File: src/rtl/clock_face_pixel_generator_macros.svh
// assertion helpers shared by the clock face pixel generator
`ifndef CLOCK_FACE_PIXEL_GENERATOR_MACROS_SVH
`define CLOCK_FACE_PIXEL_GENERATOR_MACROS_SVH

// same-cycle implication, off during reset
`define CFPG_ASSERT_IMP(lbl, ck, rn, ante, cons) \
  lbl: assert property (@(posedge ck) disable iff (!rn) (ante) |-> (cons)) \
    else $error("same-cycle check failed");

// next-cycle implication, off during reset
`define CFPG_ASSERT_NXT(lbl, ck, rn, ante, cons) \
  lbl: assert property (@(posedge ck) disable iff (!rn) (ante) |=> (cons)) \
    else $error("next-cycle check failed");

`endif

File: src/rtl/cfpg_pkg.sv
package cfpg_pkg;

  // coordinate and register widths
  localparam int CW = 12;
  localparam int FW = CW + 1;
  localparam int SW = CW + 3;
  localparam int RX_W = 8;
  localparam int RY_W = 6;

  // clock layout
  localparam int GLYPH_ZOOM = 5;
  localparam int GLYPH_COLS = 5;
  localparam int GLYPH_ROWS = 7;
  localparam int GLYPH_SPACE = 5;
  localparam int DOT_SIZE = 10;
  localparam int BTN_BOX = 18;
  localparam int BTN_OFFSET = 10;
  localparam int CLOCK_W_I = 6 * GLYPH_COLS * GLYPH_ZOOM + 2 * DOT_SIZE + 7 * GLYPH_SPACE;
  localparam int CLOCK_H_I = GLYPH_ROWS * GLYPH_ZOOM;
  localparam int GLYPH_W = GLYPH_COLS * GLYPH_ZOOM;
  localparam int PITCH = GLYPH_W + GLYPH_SPACE;
  localparam int COLON_PITCH = DOT_SIZE + GLYPH_SPACE;

  localparam logic [SW-1:0] CLOCK_W = SW'(CLOCK_W_I);
  localparam logic [SW-1:0] CLOCK_H = SW'(CLOCK_H_I);
  localparam logic [FW-1:0] FRAME_W_RST = FW'(640);
  localparam logic [FW-1:0] FRAME_H_RST = FW'(480);

  // register indexes
  localparam logic REG_FRAME_WIDTH = 1'b0;
  localparam logic REG_FRAME_HEIGHT = 1'b1;

  // column slots across the clock
  localparam logic [2:0] SLOT_D0 = 3'd0;
  localparam logic [2:0] SLOT_D1 = 3'd1;
  localparam logic [2:0] SLOT_D2 = 3'd2;
  localparam logic [2:0] SLOT_D3 = 3'd3;
  localparam logic [2:0] SLOT_D4 = 3'd4;
  localparam logic [2:0] SLOT_D5 = 3'd5;
  localparam logic [2:0] SLOT_COLON = 3'd6;
  localparam logic [2:0] SLOT_NONE = 3'd7;

  typedef enum logic [2:0] {
    PAINT_NONE,
    PAINT_BACK,
    PAINT_BORDER,
    PAINT_PANEL,
    PAINT_CLOSE,
    PAINT_TIME,
    PAINT_SECS
  } paint_t;

  localparam logic [4:0] FONT [0:9][0:6] = '{
    '{5'h0e, 5'h11, 5'h13, 5'h15, 5'h19, 5'h11, 5'h0e},
    '{5'h04, 5'h0c, 5'h04, 5'h04, 5'h04, 5'h04, 5'h0e},
    '{5'h0e, 5'h11, 5'h01, 5'h02, 5'h04, 5'h08, 5'h1f},
    '{5'h1e, 5'h01, 5'h01, 5'h0e, 5'h01, 5'h01, 5'h1e},
    '{5'h02, 5'h06, 5'h0a, 5'h12, 5'h1f, 5'h02, 5'h02},
    '{5'h1f, 5'h10, 5'h10, 5'h1e, 5'h01, 5'h01, 5'h1e},
    '{5'h0e, 5'h10, 5'h10, 5'h1e, 5'h11, 5'h11, 5'h0e},
    '{5'h1f, 5'h01, 5'h02, 5'h04, 5'h08, 5'h08, 5'h08},
    '{5'h0e, 5'h11, 5'h11, 5'h0e, 5'h11, 5'h11, 5'h0e},
    '{5'h0e, 5'h11, 5'h11, 5'h0f, 5'h01, 5'h01, 5'h0e}
  };

  // stage one results
  typedef struct packed {
    logic valid;
    logic outside;
    logic border;
    logic panel;
    logic btn_in;
    logic [4:0] btn_dx;
    logic [4:0] btn_dy;
    logic clk_in;
    logic [RX_W-1:0] rx;
    logic [RY_W-1:0] ry;
    logic [5:0][3:0] digits;
  } front_t;

  // stage two results
  typedef struct packed {
    logic valid;
    logic outside;
    paint_t base;
    logic glyph_en;
    logic secs;
    logic [2:0] col;
    logic [2:0] row;
    logic [3:0] digit;
    logic colon_hit;
  } locate_t;

  typedef struct packed {
    logic [2:0] kind;
    logic [2:0] col;
  } slot_t;

  // truncating centre origin: (v - span) / 2 toward zero
  function automatic logic signed [SW-1:0] origin(input logic [FW-1:0] v,
                                                  input logic [SW-1:0] span);
    logic signed [SW-1:0] d;
    d = $signed(SW'(v)) - $signed(span);
    return (d + $signed(SW'(d[SW-1]))) >>> 1;
  endfunction

  localparam logic signed [SW-1:0] X0_RST = origin(FRAME_W_RST, CLOCK_W);
  localparam logic signed [SW-1:0] Y0_RST = origin(FRAME_H_RST, CLOCK_H);

  function automatic logic [2:0] tens_of(input logic [5:0] v);
    logic [2:0] t;
    if (v >= 6'd60) t = 3'd6;
    else if (v >= 6'd50) t = 3'd5;
    else if (v >= 6'd40) t = 3'd4;
    else if (v >= 6'd30) t = 3'd3;
    else if (v >= 6'd20) t = 3'd2;
    else if (v >= 6'd10) t = 3'd1;
    else t = 3'd0;
    return t;
  endfunction

  function automatic logic [3:0] units_of(input logic [5:0] v, input logic [2:0] t);
    logic [5:0] t10;
    t10 = 6'({t, 3'b000}) + 6'({t, 1'b0});
    return 4'(v - t10);
  endfunction

  // scaled glyph column from offset inside a glyph
  function automatic logic [2:0] col_of(input logic [RX_W-1:0] off);
    logic [2:0] c;
    if (off < RX_W'(GLYPH_ZOOM)) c = 3'd0;
    else if (off < RX_W'(2 * GLYPH_ZOOM)) c = 3'd1;
    else if (off < RX_W'(3 * GLYPH_ZOOM)) c = 3'd2;
    else if (off < RX_W'(4 * GLYPH_ZOOM)) c = 3'd3;
    else c = 3'd4;
    return c;
  endfunction

  // which digit or colon a clock-relative column falls in
  function automatic slot_t slot_of(input logic [RX_W-1:0] rx);
    slot_t s;
    logic [RX_W-1:0] off;
    s.kind = SLOT_NONE;
    off = rx;
    if (rx < RX_W'(GLYPH_W)) begin
      s.kind = SLOT_D0;
      off = rx;
    end else if (rx >= RX_W'(PITCH) && rx < RX_W'(PITCH + GLYPH_W)) begin
      s.kind = SLOT_D1;
      off = rx - RX_W'(PITCH);
    end else if (rx >= RX_W'(2 * PITCH) && rx < RX_W'(2 * PITCH + DOT_SIZE)) begin
      s.kind = SLOT_COLON;
    end else if (rx >= RX_W'(2 * PITCH + COLON_PITCH) &&
                 rx < RX_W'(2 * PITCH + COLON_PITCH + GLYPH_W)) begin
      s.kind = SLOT_D2;
      off = rx - RX_W'(2 * PITCH + COLON_PITCH);
    end else if (rx >= RX_W'(3 * PITCH + COLON_PITCH) &&
                 rx < RX_W'(3 * PITCH + COLON_PITCH + GLYPH_W)) begin
      s.kind = SLOT_D3;
      off = rx - RX_W'(3 * PITCH + COLON_PITCH);
    end else if (rx >= RX_W'(4 * PITCH + COLON_PITCH) &&
                 rx < RX_W'(4 * PITCH + COLON_PITCH + DOT_SIZE)) begin
      s.kind = SLOT_COLON;
    end else if (rx >= RX_W'(4 * PITCH + 2 * COLON_PITCH) &&
                 rx < RX_W'(4 * PITCH + 2 * COLON_PITCH + GLYPH_W)) begin
      s.kind = SLOT_D4;
      off = rx - RX_W'(4 * PITCH + 2 * COLON_PITCH);
    end else if (rx >= RX_W'(5 * PITCH + 2 * COLON_PITCH) &&
                 rx < RX_W'(5 * PITCH + 2 * COLON_PITCH + GLYPH_W)) begin
      s.kind = SLOT_D5;
      off = rx - RX_W'(5 * PITCH + 2 * COLON_PITCH);
    end
    s.col = col_of(off);
    return s;
  endfunction

  function automatic logic [2:0] row_of(input logic [RY_W-1:0] ry);
    logic [2:0] r;
    if (ry < RY_W'(GLYPH_ZOOM)) r = 3'd0;
    else if (ry < RY_W'(2 * GLYPH_ZOOM)) r = 3'd1;
    else if (ry < RY_W'(3 * GLYPH_ZOOM)) r = 3'd2;
    else if (ry < RY_W'(4 * GLYPH_ZOOM)) r = 3'd3;
    else if (ry < RY_W'(5 * GLYPH_ZOOM)) r = 3'd4;
    else if (ry < RY_W'(6 * GLYPH_ZOOM)) r = 3'd5;
    else r = 3'd6;
    return r;
  endfunction

  // close button outline and x, offsets inside the 18x18 box
  function automatic logic close_mask(input logic [4:0] dx, input logic [4:0] dy);
    logic [5:0] a;
    logic [5:0] b;
    logic [5:0] e;
    logic edge_hit;
    logic diag;
    logic anti;
    a = {1'b0, dx};
    b = {1'b0, dy};
    e = 6'(BTN_BOX - 1) - a;
    edge_hit = (dy < 5'd2) || (dy >= 5'(BTN_BOX - 2)) ||
               (dx < 5'd2) || (dx >= 5'(BTN_BOX - 2));
    diag = (a >= 6'd5) && (a <= 6'd13) && (b >= 6'd5) && (b <= 6'd13) &&
           ((a == b) || (a == b + 6'd1) || (b == a + 6'd1));
    anti = (dx >= 5'd4) && (dx <= 5'd12) && (b >= 6'd5) && (b <= 6'd13) &&
           ((e == b) || (e == b + 6'd1) || (b == e + 6'd1));
    return edge_hit || diag || anti;
  endfunction

  function automatic logic font_bit(input logic [3:0] d, input logic [2:0] r,
                                    input logic [2:0] c);
    logic [4:0] bits;
    bits = 5'd0;
    if (d <= 4'd9 && r <= 3'd6 && c <= 3'd4) begin
      bits = FONT[d][r];
    end
    return (c <= 3'd4) ? bits[3'd4 - c] : 1'b0;
  endfunction

  function automatic logic [31:0] argb(input paint_t p);
    logic [31:0] c;
    case (p)
      PAINT_BACK: c = 32'hff101722;
      PAINT_PANEL: c = 32'hff182333;
      PAINT_BORDER: c = 32'hff38b2ac;
      PAINT_TIME: c = 32'hffedf2f7;
      PAINT_SECS: c = 32'hff63d5cf;
      PAINT_CLOSE: c = 32'hfffc8181;
      default: c = 32'h0;
    endcase
    return c;
  endfunction

endpackage

File: src/rtl/clock_face_pixel_generator.sv
// an accepted request passes the front, locate and output registers in turn to out_valid
// throughput: one pixel per cycle while not stalled; three stages share one advance enable
// a stalled output holds every stage; in_ready is high whenever the output register is free
// reset: synchronous active-low rst_n clears all stage valid bits
// reset frame size is 640 x 480 and the clock origin follows it
`include "clock_face_pixel_generator_macros.svh"

module clock_face_pixel_generator (
  input  logic                        clk,
  input  logic                        rst_n,
  input  logic                        in_valid,
  output logic                        in_ready,
  input  logic [cfpg_pkg::CW-1:0]     in_pixel_x,
  input  logic [cfpg_pkg::CW-1:0]     in_pixel_y,
  input  logic [4:0]                  in_hour,
  input  logic [5:0]                  in_minute,
  input  logic [5:0]                  in_second,
  output logic                        out_valid,
  input  logic                        out_ready,
  output logic [31:0]                 out_pixel_color,
  input  logic                        cfg_wr_en,
  input  logic                        cfg_index,
  input  logic [cfpg_pkg::FW-1:0]     cfg_data
);

  logic [cfpg_pkg::FW-1:0] frame_w_r;
  logic [cfpg_pkg::FW-1:0] frame_h_r;
  logic signed [cfpg_pkg::SW-1:0] org_x_r;
  logic signed [cfpg_pkg::SW-1:0] org_y_r;
  logic adv;
  cfpg_pkg::front_t front;
  cfpg_pkg::locate_t locate;

  // pipeline moves when the output register is free or being taken
  assign adv = !out_valid || out_ready;
  assign in_ready = adv;

  // frame registers and derived clock origin
  always_ff @(posedge clk) begin
    if (!rst_n) begin
      frame_w_r <= cfpg_pkg::FRAME_W_RST;
      frame_h_r <= cfpg_pkg::FRAME_H_RST;
      org_x_r <= cfpg_pkg::X0_RST;
      org_y_r <= cfpg_pkg::Y0_RST;
    end else if (cfg_wr_en) begin
      unique case (cfg_index)
        cfpg_pkg::REG_FRAME_WIDTH: begin
          frame_w_r <= cfg_data;
          org_x_r <= cfpg_pkg::origin(cfg_data, cfpg_pkg::CLOCK_W);
        end
        cfpg_pkg::REG_FRAME_HEIGHT: begin
          frame_h_r <= cfg_data;
          org_y_r <= cfpg_pkg::origin(cfg_data, cfpg_pkg::CLOCK_H);
        end
        default: begin
        end
      endcase
    end
  end

  // region tests and digit split
  cfpg_front u_front (
    .clk      (clk),
    .rst_n    (rst_n),
    .adv      (adv),
    .in_valid (in_valid),
    .pixel_x  (in_pixel_x),
    .pixel_y  (in_pixel_y),
    .hour     (in_hour),
    .minute   (in_minute),
    .second   (in_second),
    .frame_w  (frame_w_r),
    .frame_h  (frame_h_r),
    .org_x    (org_x_r),
    .org_y    (org_y_r),
    .front    (front)
  );

  // layer select and glyph cell decode
  cfpg_locate u_locate (
    .clk    (clk),
    .rst_n  (rst_n),
    .adv    (adv),
    .front  (front),
    .locate (locate)
  );

  // font lookup and output register
  cfpg_shade u_shade (
    .clk             (clk),
    .rst_n           (rst_n),
    .adv             (adv),
    .locate          (locate),
    .out_valid       (out_valid),
    .out_pixel_color (out_pixel_color)
  );

  `CFPG_ASSERT_NXT(a_stall_holds, clk, rst_n, !adv, $stable({front.valid, locate.valid, out_valid}))
  `CFPG_ASSERT_NXT(a_accept_enters, clk, rst_n, in_valid && in_ready, front.valid)

endmodule

File: src/rtl/cfpg_front.sv
`include "clock_face_pixel_generator_macros.svh"

module cfpg_front (
  input  logic                          clk,
  input  logic                          rst_n,
  input  logic                          adv,
  input  logic                          in_valid,
  input  logic [cfpg_pkg::CW-1:0]       pixel_x,
  input  logic [cfpg_pkg::CW-1:0]       pixel_y,
  input  logic [4:0]                    hour,
  input  logic [5:0]                    minute,
  input  logic [5:0]                    second,
  input  logic [cfpg_pkg::FW-1:0]       frame_w,
  input  logic [cfpg_pkg::FW-1:0]       frame_h,
  input  logic signed [cfpg_pkg::SW-1:0] org_x,
  input  logic signed [cfpg_pkg::SW-1:0] org_y,
  output cfpg_pkg::front_t              front
);

  cfpg_pkg::front_t front_r;
  cfpg_pkg::front_t front_nxt;

  logic [cfpg_pkg::SW-1:0] px;
  logic [cfpg_pkg::SW-1:0] py;
  logic [cfpg_pkg::SW-1:0] fw;
  logic [cfpg_pkg::SW-1:0] fh;
  logic signed [cfpg_pkg::SW-1:0] rx;
  logic signed [cfpg_pkg::SW-1:0] ry;
  logic signed [cfpg_pkg::SW-1:0] bdx;
  logic [4:0] bdy;
  logic [2:0] ht;
  logic [2:0] mt;
  logic [2:0] st;

  assign px = cfpg_pkg::SW'(pixel_x);
  assign py = cfpg_pkg::SW'(pixel_y);
  assign fw = cfpg_pkg::SW'(frame_w);
  assign fh = cfpg_pkg::SW'(frame_h);

  // clock-relative and button-relative offsets
  assign rx = $signed(px) - org_x;
  assign ry = $signed(py) - org_y;
  assign bdx = $signed(px) - $signed(fw) +
               $signed(cfpg_pkg::SW'(cfpg_pkg::BTN_OFFSET + cfpg_pkg::BTN_BOX));
  assign bdy = 5'(py - cfpg_pkg::SW'(cfpg_pkg::BTN_OFFSET));

  // decimal split of the time fields
  assign ht = cfpg_pkg::tens_of({1'b0, hour});
  assign mt = cfpg_pkg::tens_of(minute);
  assign st = cfpg_pkg::tens_of(second);

  // frame, border, panel and region tests
  always_comb begin
    front_nxt.valid = in_valid;
    front_nxt.outside = (px >= fw) || (py >= fh);
    front_nxt.border = (px >= cfpg_pkg::SW'(2)) && (px + cfpg_pkg::SW'(2) < fw) &&
                       (py >= cfpg_pkg::SW'(2)) && (py + cfpg_pkg::SW'(2) < fh);
    front_nxt.panel = (px >= cfpg_pkg::SW'(5)) && (px + cfpg_pkg::SW'(5) < fw) &&
                      (py >= cfpg_pkg::SW'(5)) && (py + cfpg_pkg::SW'(5) < fh);
    front_nxt.btn_in = (bdx >= 0) &&
                       (bdx < $signed(cfpg_pkg::SW'(cfpg_pkg::BTN_BOX))) &&
                       (py >= cfpg_pkg::SW'(cfpg_pkg::BTN_OFFSET)) &&
                       (py < cfpg_pkg::SW'(cfpg_pkg::BTN_OFFSET +
                                           cfpg_pkg::BTN_BOX));
    front_nxt.btn_dx = bdx[4:0];
    front_nxt.btn_dy = bdy;
    front_nxt.clk_in = (rx >= 0) && (rx < $signed(cfpg_pkg::CLOCK_W)) &&
                       (ry >= 0) && (ry < $signed(cfpg_pkg::CLOCK_H));
    front_nxt.rx = rx[cfpg_pkg::RX_W-1:0];
    front_nxt.ry = ry[cfpg_pkg::RY_W-1:0];
    front_nxt.digits[0] = 4'(ht);
    front_nxt.digits[1] = cfpg_pkg::units_of({1'b0, hour}, ht);
    front_nxt.digits[2] = 4'(mt);
    front_nxt.digits[3] = cfpg_pkg::units_of(minute, mt);
    front_nxt.digits[4] = 4'(st);
    front_nxt.digits[5] = cfpg_pkg::units_of(second, st);
  end

  // stage register
  always_ff @(posedge clk) begin
    if (!rst_n) begin
      front_r.valid <= 1'b0;
    end else if (adv) begin
      front_r <= front_nxt;
    end
  end

  assign front = front_r;

  `CFPG_ASSERT_IMP(a_panel_in_border, clk, rst_n, front_r.valid && front_r.panel, front_r.border)

endmodule

File: src/rtl/cfpg_locate.sv
module cfpg_locate (
  input  logic               clk,
  input  logic               rst_n,
  input  logic               adv,
  input  cfpg_pkg::front_t   front,
  output cfpg_pkg::locate_t  locate
);

  cfpg_pkg::locate_t locate_r;
  cfpg_pkg::locate_t locate_nxt;
  cfpg_pkg::slot_t slot;
  logic colon_row;
  logic btn_hit;

  assign slot = cfpg_pkg::slot_of(front.rx);
  assign colon_row = ((front.ry >= cfpg_pkg::RY_W'(cfpg_pkg::GLYPH_ZOOM)) &&
                      (front.ry < cfpg_pkg::RY_W'(cfpg_pkg::GLYPH_ZOOM +
                                                  cfpg_pkg::DOT_SIZE))) ||
                     ((front.ry >= cfpg_pkg::RY_W'(4 * cfpg_pkg::GLYPH_ZOOM)) &&
                      (front.ry < cfpg_pkg::RY_W'(4 * cfpg_pkg::GLYPH_ZOOM +
                                                  cfpg_pkg::DOT_SIZE)));
  assign btn_hit = front.btn_in && cfpg_pkg::close_mask(front.btn_dx, front.btn_dy);

  // background layers, slot decode and digit select
  always_comb begin
    locate_nxt.valid = front.valid;
    locate_nxt.outside = front.outside;
    if (btn_hit) locate_nxt.base = cfpg_pkg::PAINT_CLOSE;
    else if (front.panel) locate_nxt.base = cfpg_pkg::PAINT_PANEL;
    else if (front.border) locate_nxt.base = cfpg_pkg::PAINT_BORDER;
    else locate_nxt.base = cfpg_pkg::PAINT_BACK;
    locate_nxt.col = slot.col;
    locate_nxt.row = cfpg_pkg::row_of(front.ry);
    locate_nxt.glyph_en = front.clk_in;
    locate_nxt.secs = 1'b0;
    locate_nxt.colon_hit = 1'b0;
    case (slot.kind)
      cfpg_pkg::SLOT_D0: locate_nxt.digit = front.digits[0];
      cfpg_pkg::SLOT_D1: locate_nxt.digit = front.digits[1];
      cfpg_pkg::SLOT_D2: locate_nxt.digit = front.digits[2];
      cfpg_pkg::SLOT_D3: locate_nxt.digit = front.digits[3];
      cfpg_pkg::SLOT_D4: begin
        locate_nxt.digit = front.digits[4];
        locate_nxt.secs = 1'b1;
      end
      cfpg_pkg::SLOT_D5: begin
        locate_nxt.digit = front.digits[5];
        locate_nxt.secs = 1'b1;
      end
      cfpg_pkg::SLOT_COLON: begin
        locate_nxt.digit = 4'd0;
        locate_nxt.glyph_en = 1'b0;
        locate_nxt.colon_hit = front.clk_in && colon_row;
      end
      default: begin
        locate_nxt.digit = 4'd0;
        locate_nxt.glyph_en = 1'b0;
      end
    endcase
  end

  // stage register
  always_ff @(posedge clk) begin
    if (!rst_n) begin
      locate_r.valid <= 1'b0;
    end else if (adv) begin
      locate_r <= locate_nxt;
    end
  end

  assign locate = locate_r;

endmodule

File: src/rtl/cfpg_shade.sv
`include "clock_face_pixel_generator_macros.svh"

module cfpg_shade (
  input  logic               clk,
  input  logic               rst_n,
  input  logic               adv,
  input  cfpg_pkg::locate_t  locate,
  output logic               out_valid,
  output logic [31:0]        out_pixel_color
);

  logic out_valid_r;
  logic [31:0] color_r;
  logic [31:0] color_nxt;
  logic glyph_hit;
  cfpg_pkg::paint_t paint;

  assign glyph_hit = locate.glyph_en &&
                     cfpg_pkg::font_bit(locate.digit, locate.row, locate.col);

  // top layers over the base color
  always_comb begin
    if (locate.outside) paint = cfpg_pkg::PAINT_NONE;
    else if (glyph_hit) paint = locate.secs ? cfpg_pkg::PAINT_SECS : cfpg_pkg::PAINT_TIME;
    else if (locate.colon_hit) paint = cfpg_pkg::PAINT_BORDER;
    else paint = locate.base;
    color_nxt = cfpg_pkg::argb(paint);
  end

  // output register
  always_ff @(posedge clk) begin
    if (!rst_n) begin
      out_valid_r <= 1'b0;
    end else if (adv) begin
      out_valid_r <= locate.valid;
    end
  end

  always_ff @(posedge clk) begin
    if (adv) begin
      color_r <= color_nxt;
    end
  end

  assign out_valid = out_valid_r;
  assign out_pixel_color = color_r;

  `CFPG_ASSERT_NXT(a_outside_black, clk, rst_n, adv && locate.valid && locate.outside, color_r == 32'h0)
  `CFPG_ASSERT_NXT(a_digit_opaque, clk, rst_n, adv && locate.valid && !locate.outside, color_r[31:24] == 8'hff)

endmodule

File: config.mk
export PLATFORM = sky130hd
export DESIGN_NAME = clock_face_pixel_generator
export DESIGN_NICKNAME = d
export VERILOG_FILES = /design/src/rtl/cfpg_pkg.sv /design/src/rtl/clock_face_pixel_generator.sv /design/src/rtl/cfpg_front.sv /design/src/rtl/cfpg_locate.sv /design/src/rtl/cfpg_shade.sv
export VERILOG_INCLUDE_DIRS = /design/src /design/src/rtl
export SDC_FILE = /design/constraint.sdc
export NUM_CORES = 1
export LEC_CHECK = 0
export BUFFER_PORTS_ARGS = -buffer_cell sky130_fd_sc_hd__buf_2
export CELL_PAD_IN_SITES_DETAIL_PLACEMENT = 2
export CELL_PAD_IN_SITES_GLOBAL_PLACEMENT = 2
export CORE_MARGIN = 2
export CORE_UTILIZATION = 38
export CTS_CLUSTER_DIAMETER = 120
export DETAILED_ROUTE_END_ITERATION = 10
export GPL_TIMING_DRIVEN = 0
export HOLD_SLACK_MARGIN = 0.06
export PLACE_DENSITY = 0.85
export SLEW_MARGIN = 30
export SYNTH_ARGS = -nofsm -noshare
export SYNTH_HDL_FRONTEND = slang
export SYNTH_SLANG_ARGS = --single-unit
File: constraint.sdc
create_clock -name clk -period 3.8 [get_ports clk]
set_clock_uncertainty 0.05 [all_clocks]
set_input_delay 0.57 -clock clk [delete_from_list [all_inputs] [get_ports clk]]
set_output_delay 0.57 -clock clk [all_outputs]
set_load 0.1 [all_outputs]
Word level (Yosys, flattened, before mapping)

Memory sizes are Yosys's and may differ from the RTL's.
Index checks and enable logic that the tools add are counted.

Flip-flop bits (word level): 156
Memory bits (read-only): 560
Input bits: 60
Output and inout port bits: 34
Logic and storage cells: 282
Memories kept: 1

Memories:

| name             | words | bits a word | read ports | clocked after memory_dff | write ports | RTL line        | text |
|---|---|---|---|---|---|---|---|
| (name not given) | 16    | 35          | 1          | 0                        | 0           | cfpg_pkg.sv:214 | `bits = FONT[d][r];` |

$add $sub $neg: 29
$lt $le $gt $ge: 79
Eq/ne operators: 18
Muxes and demuxes: 60
Bitwise operators: 3
Reduce and logical (&&, ||, !) cells: 57

Operator list:

| cell                                                                         | number |
|---|---|
| 32-bit one-hot mux with 6 select lines                                       | 1 |
| 3-bit two-way mux                                                            | 27 |
| 35-bit two-way mux                                                           | 2 |
| 8-bit two-way mux                                                            | 8 |
| 15-bit by 13-bit less-than comparator with 1-bit output                      | 4 |
| 15-bit by 1-bit >= comparator with 1-bit output, second input constant       | 3 |
| 6-bit >= comparator, second input constant                                   | 6 |
| 1-bit logical AND                                                            | 34 |
| 8-bit less-than comparator, second input constant                            | 4 |
| 14-bit by 2-bit adder with 15-bit output                                     | 2 |
| 6-bit by 5-bit >= comparator with 1-bit output, second input constant        | 5 |
| 13-bit by 14-bit subtractor with 15-bit output                               | 2 |
| 12-bit by 2-bit adder with 13-bit output, second input constant              | 2 |
| 12-bit by 3-bit adder with 13-bit output, second input constant              | 2 |
| 12-bit by 13-bit >= comparator with 1-bit output                             | 2 |
| 5-bit >= comparator, second input constant                                   | 5 |
| 12-bit by 2-bit >= comparator with 1-bit output, second input constant       | 2 |
| 12-bit by 3-bit >= comparator with 1-bit output, second input constant       | 2 |
| 8-bit >= comparator, second input constant                                   | 3 |
| 4-bit one-hot mux with 6 select lines                                        | 1 |
| 3-bit equality test, second input constant                                   | 6 |
| 5-bit by 6-bit equality test with 1-bit output                               | 3 |
| 5-bit by 6-bit >= comparator with 1-bit output, second input constant        | 3 |
| 6-bit by 5-bit less-than comparator with 1-bit output, second input constant | 3 |
| 60 further kinds                                                             | 114 |

Depth between registers and ports, before layout

Gate-level depths: netlist of run 1.

Word-level depth: 16
Mapped depth: 13
Gate-level depth less buffers: 13

Hierarchy

From an unflattened synthesis of run 1, not the netlist that was laid out.

Cell total of the unflattened synthesis: 1782
Area total of the unflattened synthesis: 14856.7 um^2

By module, submodules not included:

| module                     | instances | cells each | area each (um^2) |
|---|---|---|---|
| cfpg_front                 | 1         | 796        | 6772.7 |
| clock_face_pixel_generator | 1         | 400        | 3129.3 |
| cfpg_locate                | 1         | 370        | 3046.7 |
| cfpg_shade                 | 1         | 216        | 1908.1 |

Least setup slack after synthesis of run 1

Ideal clock, no wire load.

Kind: register -> register
Start: register u_shade.out_valid_r (netlist: u_shade.out_valid)
End: register u_front.front_r, in the netlist u_front.front[0] (enable)
Setup time: 0.431 ns
Arrival: 4.001 ns
Data required time: 3.319 ns
Setup slack: -0.681 ns
Stages on the path, launching flop included: 4
Path buffers: 1
Period minus slack after synthesis: 4.481 ns
Cells stage by stage: dfxtp_1 -> nand2b_1 -> clkbuf_1 -> and2_1

Cells in the longest elaborated chain, start to end: 3

RTL lines:

| what                          | RTL line                         | text |
|---|---|---|
| start: declaration            | cfpg_shade.sv:12                 | `logic out_valid_r;` |
| start signal: assignment      | cfpg_shade.sv:35                 | `out_valid_r <= locate.valid;` |
| 1-bit zero test               | clock_face_pixel_generator.sv:35 | `assign adv = !out_valid \|\| out_ready;` |
| 1-bit logical OR              | clock_face_pixel_generator.sv:35 |  |
| named net in_ready            | clock_face_pixel_generator.sv:12 | `output logic in_ready,` |
| 2-bit AND reduction (no line) | --                               |  |
| end signal: assignment        | cfpg_front.sv:84                 | `front_r <= front_nxt;` |
| end: declaration              | cfpg_front.sv:20                 | `cfpg_pkg::front_t front_r;` |

The timed path passes the listed nets, and every way through them passes these cells.
A chain may end at the register's enable or synchronous reset.

Worst setup path in the final report of run 1

Start: register u_front.front_r, in the netlist u_front.front[33]
End: register u_locate.locate_r, in the netlist u_locate.locate[8], data pin

Cells in the longest elaborated chain, start to end: 14

RTL lines:

| what                                                              | RTL line                         | text |
|---|---|---|
| 8-bit >= comparator or 8-bit less-than comparator (tied branches) | cfpg_pkg.sv:168, cfpg_pkg.sv:169 |  |
| 1-bit logical AND                                                 | cfpg_pkg.sv:168                  | `end else if (rx >= RX_W'(5 * PITCH + 2 * COLON_PITCH) &&` |
| 8-bit two-way mux                                                 | cfpg_pkg.sv:168                  |  |
| 8-bit two-way mux                                                 | cfpg_pkg.sv:164                  | `end else if (rx >= RX_W'(4 * PITCH + 2 * COLON_PITCH) &&` |
| 8-bit two-way mux                                                 | cfpg_pkg.sv:161                  | `end else if (rx >= RX_W'(4 * PITCH + COLON_PITCH) &&` |
| 8-bit two-way mux                                                 | cfpg_pkg.sv:157                  | `end else if (rx >= RX_W'(3 * PITCH + COLON_PITCH) &&` |
| 8-bit two-way mux                                                 | cfpg_pkg.sv:153                  | `end else if (rx >= RX_W'(2 * PITCH + COLON_PITCH) &&` |
| 8-bit two-way mux                                                 | cfpg_pkg.sv:151                  | `end else if (rx >= RX_W'(2 * PITCH) && rx < RX_W'(2 * PITCH + DOT_SIZE)) begin` |
| 8-bit two-way mux                                                 | cfpg_pkg.sv:148                  | `end else if (rx >= RX_W'(PITCH) && rx < RX_W'(PITCH + GLYPH_W)) begin` |
| 8-bit two-way mux *                                               | cfpg_pkg.sv:145                  | `if (rx < RX_W'(GLYPH_W)) begin` |
| 8-bit by 5-bit less-than comparator with 1-bit output             | cfpg_pkg.sv:134                  | `else if (off < RX_W'(4 * GLYPH_ZOOM)) c = 3'd3;` |
| 3-bit two-way mux                                                 | cfpg_pkg.sv:134                  |  |
| 2-bit two-way mux                                                 | cfpg_pkg.sv:133                  | `else if (off < RX_W'(3 * GLYPH_ZOOM)) c = 3'd2;` |
| 1-bit two-way mux                                                 | cfpg_pkg.sv:132                  | `else if (off < RX_W'(2 * GLYPH_ZOOM)) c = 3'd1;` |
| end signal: assignment                                            | cfpg_locate.sv:67                | `locate_r <= locate_nxt;` |
| end: declaration                                                  | cfpg_locate.sv:9                 | `cfpg_pkg::locate_t locate_r;` |

Mark *: on every way between the ends. The rest lies on a longest branch, timed or not.

==> results of run 1 <==
[power breakdown]
group          switching (mW)  total [mW]  internal, mW
Combinational            1.74        2.66         0.912
Clock                   0.782        1.63         0.852
Sequential              0.122        1.92          1.80
[sequential cells by signal, summed over array words and instances, names as in the netlist]
| name | flops |
|---|---|
| u_locate.locate | 18 |
| org_y_r | 14 |
| u_shade.out_valid | 1 |
| org_x_r | 14 |
| frame_h_r | 13 |
| frame_w_r | 13 |
| u_shade.out_pixel_color | 18 |
| u_front.front | 50 |
[worst paths after layout]
check | endpoint | slack [ps] | cells after the start
max | u_locate.locate[8]$_SDFFCE_PP0P_ | 130 | 13
min reg2reg | u_locate.locate[16]$_DFFE_PP_ | 370 | 0
min | u_front.front[53]$_SDFFE_PN0N_ | 330 | 3
max reg2reg | u_locate.locate[8]$_SDFFCE_PP0P_ | 130 | 13
[stage by stage]
| stage | hold WS [ps] | area (um2) |
|---|---|---|
| finish | 329 | 15700 |
| global route | 336 | 15700 |
| CTS | 308 | 15700 |
| detailed placement | 358 | 15100 |
| global placement | 364 | 15000 |
| floorplan | 350 | 14000 |
[cell families (layout without fill, tap and decap cells)]
logic type,Yosys count,after routing
other cells,1,1
compound gates,484,484
simple gates,524,524
xor+xnor,132,132
fa+ha+maj,163,163
mux,16,16
flops,141,141
buf+inv,239,355
[routing by layer]
metal	up-vias	wire (um)	track usage, %
met1	6718	21400	31.3
li1	6324	-	-
met4	0	1540	9.60
met2	247	26200	49.5
met5	-	0	0
met3	86	1320	2.89
[critical path, cell delays in order (launching register included)]
cell	delay (ps)
edfxtp_1	430
buf_2	230
inv_4	160
ha_2	270
a21oi_2	110
a2111o_1	480
and3_1	200
buf_6	150
a221o_1	350
o221ai_1	180
nand4_1	200
maj3_1	390
nand2_1	100
a311oi_2	90
[what timing repair did]
action / 4_1_cts / 5_1_grt
setup buffers: 2 / 2
resized for setup: 8 / 16
endpoints found under the setup margin: 5 / 25
pin swaps: 1 / 2
[cell usage in the layout, fill, tap and decap left out, types with 17 or more instances in the layout]
| cell type | n |
|---|---|
| and2_1 | 22 |
| inv_1 | 134 |
| xor2_1 | 42 |
| buf_4 | 18 |
| nand2b_1 | 27 |
| nand2_1 | 150 |
| nand3_1 | 42 |
| buf_2 | 99 |
| nor3_1 | 42 |
| a21oi_1 | 104 |
| dfxtp_1 | 57 |
| nor2_1 | 115 |
| a21boi_0 | 26 |
| clkbuf_1 | 60 |
| o21a_1 | 28 |
| nand4_1 | 18 |
| o21ai_0 | 86 |
| edfxtp_1 | 84 |
| a21o_1 | 17 |
| a211oi_1 | 22 |
| xnor2_1 | 90 |
| o211ai_1 | 33 |
| nor2b_1 | 29 |
| ha_1 | 155 |
| clkbuf_16 | 17 |
[layout make-up]
| cell class | count | area, um2 |
|---|---|---|
| Buffer | 97 | 453 |
| Clock buffer | 17 | 425 |
| Clock inverter | 15 | 129 |
| Fill cell | 4144 | 20800 |
| Inverter | 137 | 520 |
| Multi-Input combinational cell | 1320 | 9490 |
| Sequential cell | 141 | 3660 |
| Tap cell | 468 | 586 |
| Timing Repair Buffer | 89 | 470 |
[synth_stat cells (6+ instances only)]
cell type	instances
a31oi_1	14
a21boi_0	26
buf_4	14
nor2b_1	29
xnor2_1	90
edfxtp_1	84
a211o_1	9
or3_1	16
nand4_1	18
inv_1	136
a22oi_1	6
a21oi_1	105
mux2i_1	11
a21o_1	17
a311oi_1	8
o41ai_1	8
o21ai_0	87
buf_2	15
and2_1	23
a211oi_1	23
nand2_1	150
o211ai_1	33
nor3_1	42
nand3b_1	6
or2_2	6
o21bai_1	7
nor4_1	10
nand2b_1	27
clkbuf_1	67
nor2_1	115
o2111ai_1	6
xor2_1	42
o21a_1	28
a2111oi_0	6
o31ai_1	14
nand3_1	42
dfxtp_1	57
and3_1	8
ha_1	159
o211a_1	8
o22ai_1	16
==> impl_metrics.toml, run 1 <==
[place]
place_congestion = 0.879
dpl.cell_count = 2253
place_ws_ps = -739
portBuffers = 84
hpwl_mm = 39.6

[detailed_routing]
vias = 13400
dr.first_iter.drc_count = 492
wl_per_cell_um = 22.1
firstDrtPassIters = 5
final_antenna_net_count = 0
drc = 0
via_per_inst = 5.86
wl_mm = 50.4

[timing]
setup_viol = 0
layout_setup_ws_ps = 130
max_slew_margin_pct = 42.8
fin_crit_ps = 3670
fmax_mhz = 272
finalHoldViolCount = 0
finalSetupTns_ps = 0
drv_slew = 0
worstMarginPinSlew_ps = 851
fin_crit_sh_pct = 96.6

[power_and_ir_drop]
powerDensity_nw_per_um2 = 395
vdd_ir_drop_max_uv = 357
p_total_mw = 6.21
leakage_nw = 6.41

[critical_path]
setup.worst_path.class = "reg2reg"
critPathLaunchType = "flop"
path_max_fanout = 9
reg2reg_from = "u_front.front[33]$_DFFE_PP_"
setup.worst_path.start = "u_front.front[33]$_DFFE_PP_"
cp.arrival_ps = 3810
worstSetupEndpointType = "flop"
required_ps = 3940

[floorplan]
dieArea_um2 = 38500
chipWidth_um = 196
start_util_pct = 38.4
core_um2 = 36500
row_count = 70
io_pins = 94
die_h_um = 196

[layout]
final_cells = 2284
area_growth_syn_to_layout_pct = 12.2
nets = 2025
post-route-util_pct = 43.1
drive_gt1_share_pct = 11.2
num_antenna_cells = 0

[synth]
synthesis.nets = 1922
synth_top_family_by_area = "compound AO/OA/AOI/OAI gates"
synth_warnings = 0
synthArstFlopShare_pct = 0
synth_largest_area_cell = "edfxtp_1"
synthXorXnorAreaFrac_pct = 8.24
yosysSeqAreaShare_pct = 26.1
synthCells = 1700
ys_ff_latch = 141
yosysUniqueCellTypes = 96
synth-simple-area-share_pct = 18.4
synthesis.area_um2 = 14000
avgSynthCellArea_um2 = 8.25
muxShareOfSynthArea_pct = 1.35
synth-edff-count = 84
synth-compound-area-share_pct = 24.1
ys.flop_type = "edfxtp_1"
synth_adder_area_share_pct = 14.7
ys_top_cells_by_area = "edfxtp_1, ha_1, dfxtp_1"
post-synth-top-area-fraction_pct = 18.0

[clocking]
htreeDepth = 4
cts_sinks = 141
clk_latency_ps = 460
clk_pin_slew_ps = 70
clockBufferDepth = 2
cts_buffers = 17
cts_tree = "built"
cts_hold_buf = 0
cts-root-buf = "clkbuf_16"

[worst_hold_path]
hold_class = "in2reg"
hp-start = "in_valid"

[flow_run]
drv_cap = 0

[grt]
antenna_found_initial = 0
grt_max_degree = 36
grt_pass1_vias = 14700
grt.overflow.total = 0
globalRouteTotalUtil_pct = 26.5
grt_pass1_wl_mm = 80.7

[run_status]
status = "finished, final reports clean"
No activity file was read; power rests on OpenSTA's default activity.
==> run 2, diff against run 1 <==
- REMOVE_ABC_BUFFERS: not set -> 1
- SETUP_SLACK_MARGIN: not set -> 0.15
==> run 2 against run 1 <==
Compared with the run above: die area unchanged; first-iteration DRC count up 16%; final cell count down 3.2%; maximum frequency up 2.3%; register-to-register slack better by 80 ps; via count down 3.0%; worst hold slack better by 28 ps; wire length down 3.7%; largest cell class unchanged; critical path depth down 2; highest routed layer is now met5; sequential share of layout area up 0.27 points.
==> impl_metrics.toml, run 2 (synthesis gave the netlist of run 1 again) <==
[run_status]
status = "finished, final reports clean"

[place]
place_congestion = 0.921
portBuffers = 92
dpl_cell_area_um2 = 14700
place_ws_ps = -635
hpwl_mm = 35.9

[detailed_routing]
firstDrtPassIters = 5
drc = 0
dr.first_iter.drc_count = 569
wl_mm = 48.6
final_antenna_net_count = 0
via_per_inst = 5.87
vias = 13000
wl_per_cell_um = 22.0

[layout]
drive_gt1_share_pct = 12.1
area_growth_syn_to_layout_pct = 10.9
postLayoutCellArea_um2 = 15600
largest_reg_flops = 50
nets = 1954
fillCellCount = 4091
num_antenna_cells = 0
multi_input_area_um2 = 9550
final_cell_mix = "ha_1, nand2_1, inv_1"
seq_area_um2 = 3660
mostFrequentLayoutCell = "ha_1"

[critical_path]
r2r-end = "u_locate.locate[10]$_SDFFCE_PP0P_"
cp.arrival_ps = 3740
required_ps = 3950
cpPeakStageDelay_ps = 560
setup.worst_path.start = "u_front.front[32]$_DFFE_PP_"
setup.worst_path.class = "reg2reg"
path_max_fanout = 8
worstSetupEndpointType = "flop"
rr_worst_depth = 11
rrSetupSlack_ps = 210
crit_path_cell_trace = "clkinvlp_4 > ha_2 > nand2b_1 > a221o_2 > or4_1 > o31ai_1 > a211oi_1 > o31a_1 > nand3b_2 > and2_4 > or2_1"
reg2reg_from = "u_front.front[32]$_DFFE_PP_"
critPathLaunchType = "flop"
slowest_stage = "edfxtp_1"

[clocking]
cts-root-buf = "clkbuf_16"
clk_latency_ps = 450
cts_tree = "built"
clk_pin_slew_ps = 70
clockBufferDepth = 2
cts_buffers = 17
htreeDepth = 4
cts_hold_buf = 0
cts_sinks = 141

[floorplan]
dieArea_um2 = 38500
chipWidth_um = 196
io_pins = 94
core_um2 = 36500
start_util_pct = 38.4
die_h_um = 196
row_count = 70

[worst_hold_path]
hp-start = "in_valid"
whs_endpoint = "u_front.front[53]$_SDFFE_PN0N_"
holdPathStages = 3
hold_class = "in2reg"

[flow_run]
drv_cap = 0

[grt]
grt.overflow.total = 0
grt_max_degree = 59
globalRouteTotalUtil_pct = 25.1
grt_pass1_vias = 14100
antenna_found_initial = 1
grt_pass1_wl_mm = 77.1

[timing]
drv_slew = 0
fin_crit_ps = 3590
layout_setup_ws_ps = 212
finalHoldViolCount = 0
fmax_mhz = 279
fin_crit_sh_pct = 94.4
setup_viol = 0
rsz0062_at_grt = "true"
max_slew_margin_pct = 40.9
worstMarginPinSlew_ps = 875

[power_and_ir_drop]
powerDensity_nw_per_um2 = 400
leakage_nw = 6.32
vdd_ir_drop_max_uv = 306
[run 2: area by class of cell]
cell class / count / area share [%]
inverters: 137 / 3.34
clock inverters: 14 / 0.925
clock buffers: 17 / 2.73
well taps: 468 / 3.76
repair buffers: 115 / 4.34
multi-input cells: 1320 / 61.3
flip-flops and latches: 141 / 23.5
[run 2: worst max-delay path, delay by kind of cell (launching register included)]
family,cells,cell delay [ps]
compound gates,4,910
fa+ha+maj,1,270
buf+inv,1,210
flops,1,560
simple gates,5,1300
[run 2: worst max-delay path by stage]
stage,slack (ps),end,cells past startpoint
final,210,u_locate.locate[10]$_SDFFCE_PP0P_,11
after global routing,60,u_locate.locate[10]$_SDFFCE_PP0P_,11
after CTS,100,u_locate.locate[10]$_SDFFCE_PP0P_,10
after detailed placement,-640,u_front.front[49]$_DFFE_PP_,14
after global placement,-530,u_locate.locate[10]$_SDFFCE_PP0P_,11
after floorplan,-1960,out_pixel_color[24],0
[run 2: metal layers]
metal | global-route usage [%] | part of all wire, % | up-vias
li1 | - | - | 6178
met1 | 30.3 | 43 | 6493
met2 | 46.1 | 52 | 234
met3 | 3.21 | 2.6 | 73
met4 | 8.42 | 2.6 | 2
met5 | 0 | 0.027 | -
[run 2: what timing repair did]
action	CTS	global route
cloned	0	0
pin swaps	2	6
resized for setup	10	26
endpoints found under the setup margin	8	15
buffers inserted	12	8
[run 2: power by group]
group          total, mW  switching, mW  leakage [nW]  internal (mW)
combinational       2.53           1.64          4.73          0.893
clock               1.68          0.721         0.266          0.961
sequential          2.00          0.199          1.33           1.80
total               6.22           2.56          6.32           3.66
[run 2: per-stage QoR]
| stage | hold slack [ps] | cells | util, % | TNS, ps | total power, mW |
|---|---|---|---|---|---|
| after floorplan | 350 | 1598 | - | -42960 | 3.69 |
| after detailed placement | 364 | 2160 | 40.1 | -1640 | 4.42 |
| after CTS | 356 | 2203 | 42.1 | 0 | 6.18 |
| after global routing | 377 | 2212 | 42.6 | 0 | 6.56 |
| after global placement | 355 | 2158 | 40.0 | -23350 | 4.28 |
| final | 357 | 2212 | 42.6 | 0 | 6.22 |
